--- src/sv/delimited_field_locator_assert.svh ---
// assertion macros for the delimited field locator
// expects signals named clock and reset in the including module
`ifndef DELIMITED_FIELD_LOCATOR_ASSERT_SVH
`define DELIMITED_FIELD_LOCATOR_ASSERT_SVH

// property checked on every clock edge outside reset
`define DFL_ASSERT(label, prop, msg) \
   label: assert property (@(posedge clock) disable iff (reset) (prop)) else $error(msg);

// consequent checked in the cycle after the antecedent
`define DFL_ASSERT_NEXT(label, ante, cons, msg) \
   label: assert property (@(posedge clock) disable iff (reset) (ante) |=> (cons)) \
      else $error(msg);

`endif

--- src/sv/dfl_pkg.sv ---
// constants, types and helper functions for the delimited field locator
// no dependencies
package dfl_pkg;

   localparam int MAX_MARKER = 8;
   localparam int MAX_LENGTH = 65536;
   localparam int POS_W      = 17;    // holds MAX_LENGTH + 1
   localparam int IDX_W      = 16;
   localparam int LEN_W      = 4;
   localparam int MARKER_W   = 64;
   localparam int CSR_AW     = 5;

   localparam logic [POS_W-1:0] POS_LIMIT = POS_W'(MAX_LENGTH);

   localparam logic [7:0] CHAR_SPACE = 8'h20;
   localparam logic [7:0] CHAR_LF    = 8'h0a;
   localparam logic [7:0] CHAR_CR    = 8'h0d;
   localparam logic [7:0] CHAR_TAB   = 8'h09;
   localparam logic [7:0] CHAR_NUL   = 8'h00;

   typedef enum logic [1:0] {
      CSR_START_MARKER = 2'd0,
      CSR_START_LEN    = 2'd1,
      CSR_END_MARKER   = 2'd2,
      CSR_END_LEN      = 2'd3
   } csr_index_type;

   function automatic logic is_text(input logic [7:0] c);
      return c != CHAR_SPACE && c != CHAR_LF && c != CHAR_CR &&
             c != CHAR_TAB && c != CHAR_NUL;
   endfunction

   // lengths above the marker capacity act as the full capacity
   function automatic logic [LEN_W-1:0] eff_len(input logic [LEN_W-1:0] len);
      return (len > LEN_W'(MAX_MARKER)) ? LEN_W'(MAX_MARKER) : len;
   endfunction

   function automatic logic [7:0] marker_byte(input logic [MARKER_W-1:0] marker,
                                              input logic [2:0]          k);
      return marker[8*k +: 8];
   endfunction

endpackage

--- src/sv/delimited_field_locator.sv ---
// delimited field locator: finds the trimmed field between start and end markers
// depends on dfl_pkg and delimited_field_locator_assert.svh
//
//  channel | dir    | contents
//  req     | in     | tdata[7:0] char_in, tlast is_last
//  rsp     | out    | one beat per stream, on the byte marked last
//  csr     | in/out | apb, 64-bit data, registers at byte address 8*i
//
// one byte per cycle sustained while no result waits on rsp; the marker compares
// and the back-scan over partial end-marker bytes run on the byte held in the
// input register, and the result beat is registered from them.
// reset is synchronous and clears the valid flags, the stream state and the csr registers.
// a result waiting on rsp stalls the input register; req_tready falls only then.
`include "delimited_field_locator_assert.svh"

module delimited_field_locator
   import dfl_pkg::*;
(
   input  logic                clock,
   input  logic                reset,
   input  logic                req_tvalid,
   output logic                req_tready,
   input  logic [7:0]          req_tdata,   // char_in
   input  logic                req_tlast,   // is_last
   output logic                rsp_tvalid,
   input  logic                rsp_tready,
   output logic [39:0]         rsp_tdata,   // found, first_index[16], last_index[16],
                                            // overflow, zero pad[6]
   input  logic                csr_psel,
   input  logic                csr_penable,
   input  logic                csr_pwrite,
   input  logic [CSR_AW-1:0]   csr_paddr,
   input  logic [MARKER_W-1:0] csr_pwdata,
   output logic [MARKER_W-1:0] csr_prdata,
   output logic                csr_pready
);

   // configuration
   logic [MARKER_W-1:0] start_marker_ff, end_marker_ff;
   logic [LEN_W-1:0]    start_len_ff, end_len_ff;
   csr_index_type       csr_index;

   // input register
   logic                in_valid_ff, in_last_ff;
   logic [7:0]          in_char_ff;

   // stream state
   logic [POS_W-1:0]    pos_ff, pos_in;
   logic [LEN_W-1:0]    sp_ff, sp_in, ep_ff, ep_in;
   logic                ss_ff, ss_in, es_ff, es_in;
   logic                fv_ff, fv_in, lv_ff, lv_in, stop_ff, stop_in;
   logic [IDX_W-1:0]    fp_ff, fp_in, lp_ff, lp_in;

   // result register
   logic                out_valid_ff;
   logic                found_ff, overflow_ff;
   logic [IDX_W-1:0]    first_ff, last_ff;

   logic                advance;
   logic                found_in, overflow_in;

   assign csr_pready = 1'b1;
   assign csr_index  = csr_index_type'(csr_paddr[4:3]);

   always_comb begin
      case (csr_index)
         CSR_START_MARKER: csr_prdata = start_marker_ff;
         CSR_START_LEN:    csr_prdata = MARKER_W'(start_len_ff);
         CSR_END_MARKER:   csr_prdata = end_marker_ff;
         CSR_END_LEN:      csr_prdata = MARKER_W'(end_len_ff);
         default:          csr_prdata = '0;
      endcase
   end

   always_ff @(posedge clock) begin
      if (reset) begin
         start_marker_ff <= '0;
         start_len_ff    <= '0;
         end_marker_ff   <= '0;
         end_len_ff      <= '0;
      end else if (csr_psel && csr_penable && csr_pwrite && csr_pready) begin
         case (csr_index)
            CSR_START_MARKER: start_marker_ff <= csr_pwdata;
            CSR_START_LEN:    start_len_ff    <= csr_pwdata[LEN_W-1:0];
            CSR_END_MARKER:   end_marker_ff   <= csr_pwdata;
            CSR_END_LEN:      end_len_ff      <= csr_pwdata[LEN_W-1:0];
            default: ;
         endcase
      end
   end

   assign advance    = in_valid_ff && (!out_valid_ff || rsp_tready);
   assign req_tready = !in_valid_ff || advance;

   always_ff @(posedge clock) begin
      if (reset) begin
         in_valid_ff <= 1'b0;
      end else if (req_tready) begin
         in_valid_ff <= req_tvalid;
      end
      if (req_tready && req_tvalid) begin
         in_char_ff <= req_tdata;
         in_last_ff <= req_tlast;
      end
   end

   always_comb begin
      logic [LEN_W-1:0] sl, el, k, sp, ep;
      logic             ss, es, endm;
      logic [7:0]       c;

      c  = in_char_ff;
      sl = eff_len(start_len_ff);
      el = eff_len(end_len_ff);
      // first byte of a stream reloads the marker tracking from the lengths
      if (pos_ff == '0) begin
         ss = (sl == '0);
         es = (el == '0);
         sp = '0;
         ep = '0;
      end else begin
         ss = ss_ff;
         es = es_ff;
         sp = sp_ff;
         ep = ep_ff;
      end

      ss_in   = ss;
      es_in   = es;
      sp_in   = sp;
      ep_in   = ep;
      fv_in   = fv_ff;
      fp_in   = fp_ff;
      lv_in   = lv_ff;
      lp_in   = lp_ff;
      stop_in = stop_ff;
      endm    = 1'b0;
      k       = '0;

      if (pos_ff < POS_LIMIT && !stop_ff) begin
         if (!ss) begin
            if (sp >= sl || c == marker_byte(start_marker_ff, sp[2:0])) begin
               sp_in = sp + 1'b1;
               ss_in = (sp + 1'b1) >= sl;
            end else begin
               sp_in = '0;
            end
         end else begin
            if (!fv_ff && is_text(c)) begin
               fv_in = 1'b1;
               fp_in = pos_ff[IDX_W-1:0];
            end
            endm = !es && (ep >= el || c == marker_byte(end_marker_ff, ep[2:0]));
            if (endm) begin
               ep_in = ep + 1'b1;
               if ((ep + 1'b1) >= el) begin
                  es_in   = 1'b1;
                  stop_in = 1'b1;
               end
            end else begin
               // partially matched end-marker bytes turn out to be field text
               k = es ? '0 : ep;
               for (int j = 0; j < MAX_MARKER; j++) begin
                  if (LEN_W'(j) < k && is_text(marker_byte(end_marker_ff, 3'(j)))) begin
                     lv_in = 1'b1;
                     lp_in = pos_ff[IDX_W-1:0] - IDX_W'(k) + IDX_W'(j);
                  end
               end
               if (is_text(c)) begin
                  lv_in = 1'b1;
                  lp_in = pos_ff[IDX_W-1:0];
               end
               ep_in = '0;
            end
         end
      end

      pos_in      = (pos_ff <= POS_LIMIT) ? pos_ff + 1'b1 : pos_ff;
      found_in    = es_in && fv_in && lv_in;
      overflow_in = pos_in > POS_LIMIT;
   end

   always_ff @(posedge clock) begin
      if (reset) begin
         pos_ff  <= '0;
         sp_ff   <= '0;
         ep_ff   <= '0;
         ss_ff   <= 1'b0;
         es_ff   <= 1'b0;
         fv_ff   <= 1'b0;
         fp_ff   <= '0;
         lv_ff   <= 1'b0;
         lp_ff   <= '0;
         stop_ff <= 1'b0;
      end else if (advance) begin
         if (in_last_ff) begin
            pos_ff  <= '0;
            sp_ff   <= '0;
            ep_ff   <= '0;
            ss_ff   <= 1'b0;
            es_ff   <= 1'b0;
            fv_ff   <= 1'b0;
            fp_ff   <= '0;
            lv_ff   <= 1'b0;
            lp_ff   <= '0;
            stop_ff <= 1'b0;
         end else begin
            pos_ff  <= pos_in;
            sp_ff   <= sp_in;
            ep_ff   <= ep_in;
            ss_ff   <= ss_in;
            es_ff   <= es_in;
            fv_ff   <= fv_in;
            fp_ff   <= fp_in;
            lv_ff   <= lv_in;
            lp_ff   <= lp_in;
            stop_ff <= stop_in;
         end
      end
   end

   always_ff @(posedge clock) begin
      if (reset) begin
         out_valid_ff <= 1'b0;
      end else if (advance && in_last_ff) begin
         out_valid_ff <= 1'b1;
      end else if (rsp_tready) begin
         out_valid_ff <= 1'b0;
      end
      if (advance && in_last_ff) begin
         found_ff    <= found_in;
         first_ff    <= found_in ? fp_in : '0;
         last_ff     <= found_in ? lp_in : '0;
         overflow_ff <= overflow_in;
      end
   end

   assign rsp_tvalid = out_valid_ff;
   assign rsp_tdata  = {6'b0, overflow_ff, last_ff, first_ff, found_ff};

   `DFL_ASSERT(a_pos_bounded, pos_ff <= POS_LIMIT + 1'b1, "byte position past saturation")
   `DFL_ASSERT(a_stop_needs_end, !stop_ff || es_ff, "search stopped without end match")
   `DFL_ASSERT_NEXT(a_last_clears, advance && in_last_ff, pos_ff == '0 && rsp_tvalid,
      "last beat did not clear stream and raise result")
   `DFL_ASSERT(a_result_source, !$rose(out_valid_ff) || $past(advance && in_last_ff),
      "result raised without a last beat")

endmodule
--- config.mk ---
export PLATFORM = sky130hd
export DESIGN_NAME = delimited_field_locator
export DESIGN_NICKNAME = d
export VERILOG_FILES = /design/src/sv/dfl_pkg.sv /design/src/sv/delimited_field_locator.sv
export VERILOG_INCLUDE_DIRS = /design/src /design/src/sv
export SDC_FILE = /design/constraint.sdc
export NUM_CORES = 1
export LEC_CHECK = 0
export BUFFER_PORTS_ARGS = -buffer_cell sky130_fd_sc_hd__buf_2
export CAP_MARGIN = 20
export CELL_PAD_IN_SITES_DETAIL_PLACEMENT = 0
export CELL_PAD_IN_SITES_GLOBAL_PLACEMENT = 2
export CORE_MARGIN = 5
export CORE_UTILIZATION = 31
export DETAILED_ROUTE_END_ITERATION = 6
export PLACE_DENSITY_LB_ADDON = 0.05
export SYNTH_ARGS = -nofsm -noshare
export SYNTH_HDL_FRONTEND = slang
export SYNTH_SLANG_ARGS = --single-unit
--- constraint.sdc ---
create_clock -name clock -period 5.3 [get_ports clock]
set_input_delay 0.53 -clock clock [delete_from_list [all_inputs] [get_ports clock]]
set_output_delay 0.53 -clock clock [all_outputs]
set_load 0.01 [all_outputs]
Word-level counts from Yosys, hierarchy flattened --
Index checks and enable logic that the tools add are counted.
Word-level totals: register bits 243, input port bits 85, word-level logic and storage cells 247
Operators by class: add/subtract/negate cells 11, $lt $le $gt $ge 17, eq/ne operators 41, shift-type cells 2, muxes and demuxes 68, reduce and logical (&&, ||, !) cells 86
Operators with widths (number):
- $mux W16 | 17
- $pmux W64 S4 | 1
- $ne A8 B4 Y1 const B | 27
- $shiftx A64 B7 Y8 | 2
- $ne A8 B6 Y1 const B | 9
- $reduce_bool A8 Y1 | 9
- $add A16 B3 Y16 const B | 4
- $logic_and A1 B1 Y1 | 54
- $mux W4 | 13
- $mux W1 | 35
- $mux W17 | 2
- $add A16 B2 Y16 const B | 2
- $add A17 B1 Y17 const B | 1
- $gt A17 B17 Y1 const B | 1
- $le A17 B17 Y1 const B | 1
- $logic_not A17 Y1 | 1
- $lt A17 B17 Y1 const B | 1
- $add A16 B1 Y16 const B | 1
- $eq A8 B8 Y1 | 2
- $ge A4 B4 Y1 | 4
- $lt A3 B4 Y1 const A | 4
- $sub A16 B4 Y16 | 1
- $reduce_bool A2 Y1 | 5
- $add A4 B1 Y4 const B | 2
- 11 further kinds | 26

Longest topological paths before layout --
depth in word-level cells 20, mapped depth 27

Least setup slack after synthesis --
No wires, ideal clock.
path type flip-flop to flip-flop, from reg pos_ff[1], to reg last_ff[10] (data pin), data arrival time 5.253 ns, path slack -0.210 ns, stages on the path, launching flop included 28, path buffers 5, cells stage by stage dfxtp_1 -> inv_1 -> ha_1 -> nor4b_2 -> nand4_4 -> clkbuf_1 -> clkbuf_1 -> nor2_1 -> a21oi_1 -> nand2_1 -> ha_1 -> or2_2 -> o21a_1 -> buf_2 -> a21o_1 -> buf_2 -> clkinv_1 -> ha_1 -> buf_1 -> a21oi_1 -> a21oi_1 -> nand3_1 -> xor2_1 -> a21oi_1 -> o21ai_0 -> o41ai_1 -> o21a_1 -> nor2_1
On the way: word-level cells in the longest chain between the ends 18, elaborated cells between the ends (all ways) 71, those cells by class add/sub: 9; order compare: 11; eq/ne: 1; shift: 1; mux: 34; reduce/logical: 15
Ends and longest elaborated chain:
- start: declaration | RTL line delimited_field_locator.sv:48 | logic [POS_W-1:0] pos_ff, pos_in;
- start signal: assignment | RTL line delimited_field_locator.sv:208 | pos_ff <= pos_in;
- parallel branches: the longest is 18 deep, another holds $sub A16 B4 Y16
- end signal: assignment | RTL line delimited_field_locator.sv:233 | last_ff <= found_in ? lp_in : '0;
- end: declaration | RTL line delimited_field_locator.sv:57 | logic [IDX_W-1:0] first_ff, last_ff;
Several ways; the timed one is not identified. A chain may end at the register's enable or synchronous reset.

Final worst setup path --
from reg pos_ff[0], to reg last_ff[15] (data pin)
The elaborated chain is that of the path after synthesis.

==> summary.md <==
| Metric | Value |
|---|---|
| Worst r2r src | `pos_ff[0]$_SDFFE_PP0P_` |
| DP HPWL | `54000 um` |
| Mux contribution to synthesized area | `7.24%` |
| Power Total | `0.00461 W` |
| Synth top area cells | `dfxtp_1, nand2_1, edfxtp_1` |
| Diode count | `0` |
| Setup crit start kind | `register` |
| Setup bufs post-CTS | `0` |
| Placer Congestion | `0.934` |
| Peak VDD IR | `0.246 mV` |
| GRT Residual Overflow | `0` |
| Post-Syn Area | `16500 um2` |
| Most used DFF post-synth | `dfxtp_1` |
| Starting Density | `31.4%` |
| Die width | `241 um` |
| Grt met2 use | `42.3%` |
| RSZ-0062 raised after global routing | `no` |
| H-Tree Depth | `1` |
| Compound-Gate Fraction of Synth Area | `21.3%` |
| Root Buffer Master | `clkbuf_16` |
| CTS Buffer Depth | `3` |
| M1 GR Usage | `30.8%` |
| Clk slew on worst S/H paths | `0.06 ns` |
| GRT busiest layer | `met2` |
| Post-synth top area cell | `dfxtp_1` |
| Yosys warns | `0` |
| FP Rows | `84` |
| Share of layout cells above drive strength 1 | `17.8%` |
| Beginning of the worst hold path | `req_tlast` |
| XOR/XNOR share of the synthesized area | `5.52%` |
| DR vias | `16.8k` |
| Nets | `2479` |
| Mean Syn Cell Area | `7.50 um2` |
| Cts bufs inserted | `31` |
| Min-delay worst type | `primary input to register` |
| Synth Area in Adders | `2.70%` |
| Final setup TNS | `0 ns` |
| Drt drc | `0` |
| Leakage power | `7.26 nW` |
| WL/cell | `23.5 um` |
| Vias in the first global route | `16.2k` |
| Initial DRC count | `1149` |
| Clock Sinks | `243` |
| Hold Violations, Final | `0` |
| Worst-Skew Late Latency | `0.60 ns` |
| Worst setup path start | `pos_ff[0]$_SDFFE_PP0P_` |
| Slew HR | `34.1%` |
| First-pass GRT wire length | `106000 um` |
| Fmax | `200 MHz` |
| Routed Antenna Nets | `0` |
| Seq/Total Area, Yosys | `32.1%` |
| Clock Skew | `0.0295 ns` |
| Pin count of the biggest net entering global routing | `98` |
| Initial antenna violation count | `0` |
| Yosys top cell area share | `24.2%` |
| Avg Vias per Cell | `5.47` |
| Area delta synth->final | `19.0%` |
| Final WL | `72200 um` |
| Gate count of the mapped netlist | `2201` |
| Critical path data arrival time | `5.31 ns` |
| CTS tree | `yes` |
| I/O Buffers | `181` |
| Global-route usage over all layers | `23.9%` |
| Main combinational cell family by area after synthesis | `simple AND/OR/NAND/NOR gates` |
| Final setup viols | `0` |
| TritonRoute pass-1 iters | `5` |
| Netlist cell types | `86` |
| Commonest cells in the netlist | `nand2_1, a21oi_1, nor2_1` |
| Required time of the critical path | `5.62 ns` |
| Met3 Usage GRT | `2.58%` |
| Synth Area in Simple Gates | `25.8%` |
| Synthesis-stage register bit count | `243` |
| Max cap viols | `0` |
| Max-slew violation total from the final report | `0` |
| Critical Path Sink Type | `register` |
| Pwr dens | `235 nW/um2` |
| Crit path kind | `register to register` |
| Die H | `241 um` |
| Most frequent cell after synthesis | `nand2_1` |
| IO Pins | `192` |
| Status | `complete, no violations` |
| Die area | `58000 um2` |
| Worst-margin pin slew | `0.984 ns` |
| Post-layout minimum cycle time | `4.99 ns` |
| Ys async rst share | `0%` |
| Period utilization | `94.2%` |
| CORE AREA | `52700 um2` |
| Critical path fanouts, max | `8` |
| Number of enable flip-flop cells after synthesis | `43` |
==> worst max-delay path: stages, from the launching register on <==
cell,delay (ns)
dfxtp_1,0.31
inv_1,0.08
ha_1,0.15
nor4b_4,0.29
nand4_4,0.16
buf_4,0.21
nor2_1,0.12
a21oi_1,0.07
nand2_1,0.11
ha_1,0.33
o21a_1,0.22
o21a_1,0.18
buf_4,0.20
nor4_1,0.38
a211oi_1,0.21
nor4_2,0.45
nand4_1,0.14
a31oi_1,0.25
o211ai_1,0.13
a31oi_1,0.40
a2bb2oi_1,0.25
a211oi_2,0.09
==> metal layers <==
metal	part of all wire, %	vias to the layer above	wire, um
met2	50	436	35800
met3	3.7	110	2670
met4	3.5	0	2510
met5	0	-	0
li1	-	8123	-
met1	43	8125	31200
==> registers in the layout, summed over array words and instances, names as in the netlist, 4 cells and up <==
| signal | count |
|---|---|
| end_len_ff | 4 |
| in_char_ff | 8 |
| sp_ff | 4 |
| start_len_ff | 4 |
| last_ff | 16 |
| ep_ff | 4 |
| pos_ff | 17 |
| fp_ff | 16 |
| end_marker_ff | 64 |
| start_marker_ff | 64 |
| lp_ff | 16 |
| first_ff | 16 |
==> layout make-up <==
type	count	area (um2)
tap	688	861
clock buffer	39	836
fill	5626	33000
multi-input combinational	1752	10400
inverter	25	93.8
sequential	243	5300
clock inverter	19	246
timing repair buffer	306	1870
==> timing repair <==
item / 4_1_cts / 5_1_grt
gates resized for setup: 0 / 10
setup endpoints to repair: 0 / 12
hold buffers: 0 / 0
==> through the flow <==
stage	instances	hold slack [ns]	utilization, %	worst slack (ns)	instance area (um2)
final	3072	0.108	37.3	0.310	19600
after global routing	3072	0.0828	37.3	0.00152	19600
after global placement	3013	0.452	35.1	0.218	18500
after detailed placement	3014	0.455	35.2	0.205	18500
after floorplan	2206	0.434	-	0.00999	16500
after CTS	3072	0.0776	37.2	0.155	19600
==> where the power goes <==
group | internal, W | total, W | switching, W
Sequential | 0.00191 | 0.00194 | 0.0000319
Combinational | 0.000128 | 0.000413 | 0.000285
Clock | 0.00136 | 0.00226 | 0.000897
==> placed cells by master (no fill, tap or decap), types with 15 or more instances in the layout <==
cell type and n:
or3_1 27, a211oi_1 35, buf_2 179, o211ai_1 17, and2_1 15, nand3_1 41, and3_1 27, clkbuf_16 31
inv_1 23, ha_1 33, dfxtp_1 200, o21ai_0 88, xor2_1 38, a31oi_1 26, mux2i_1 89, xnor2_1 64
edfxtp_1 43, nand2_1 421, buf_4 124, a22oi_1 40, nor3_1 65, nor4_1 22, nor2_1 219, a21oi_1 245
==> cells by family after synthesis <==
| logic type | after synthesis |
|---|---|
| fa+ha+maj | 35 |
| compound gates | 572 |
| other cells | 2 |
| flops | 243 |
| buf+inv | 211 |
| simple gates | 930 |
| xor+xnor | 104 |
| mux | 104 |
==> path summary, 6_finish.rpt <==
kind	to	slack [ns]	depth (start not counted)
max	last_ff[15]$_SDFFCE_PN0P_	0.31	21
min	in_last_ff$_DFFE_PP_	0.11	1
max reg2reg	last_ff[15]$_SDFFCE_PN0P_	0.31	21
min reg2reg	start_marker_ff[46]$_SDFFE_PP0P_	0.46	2
(Power assumes the default switching activity.)
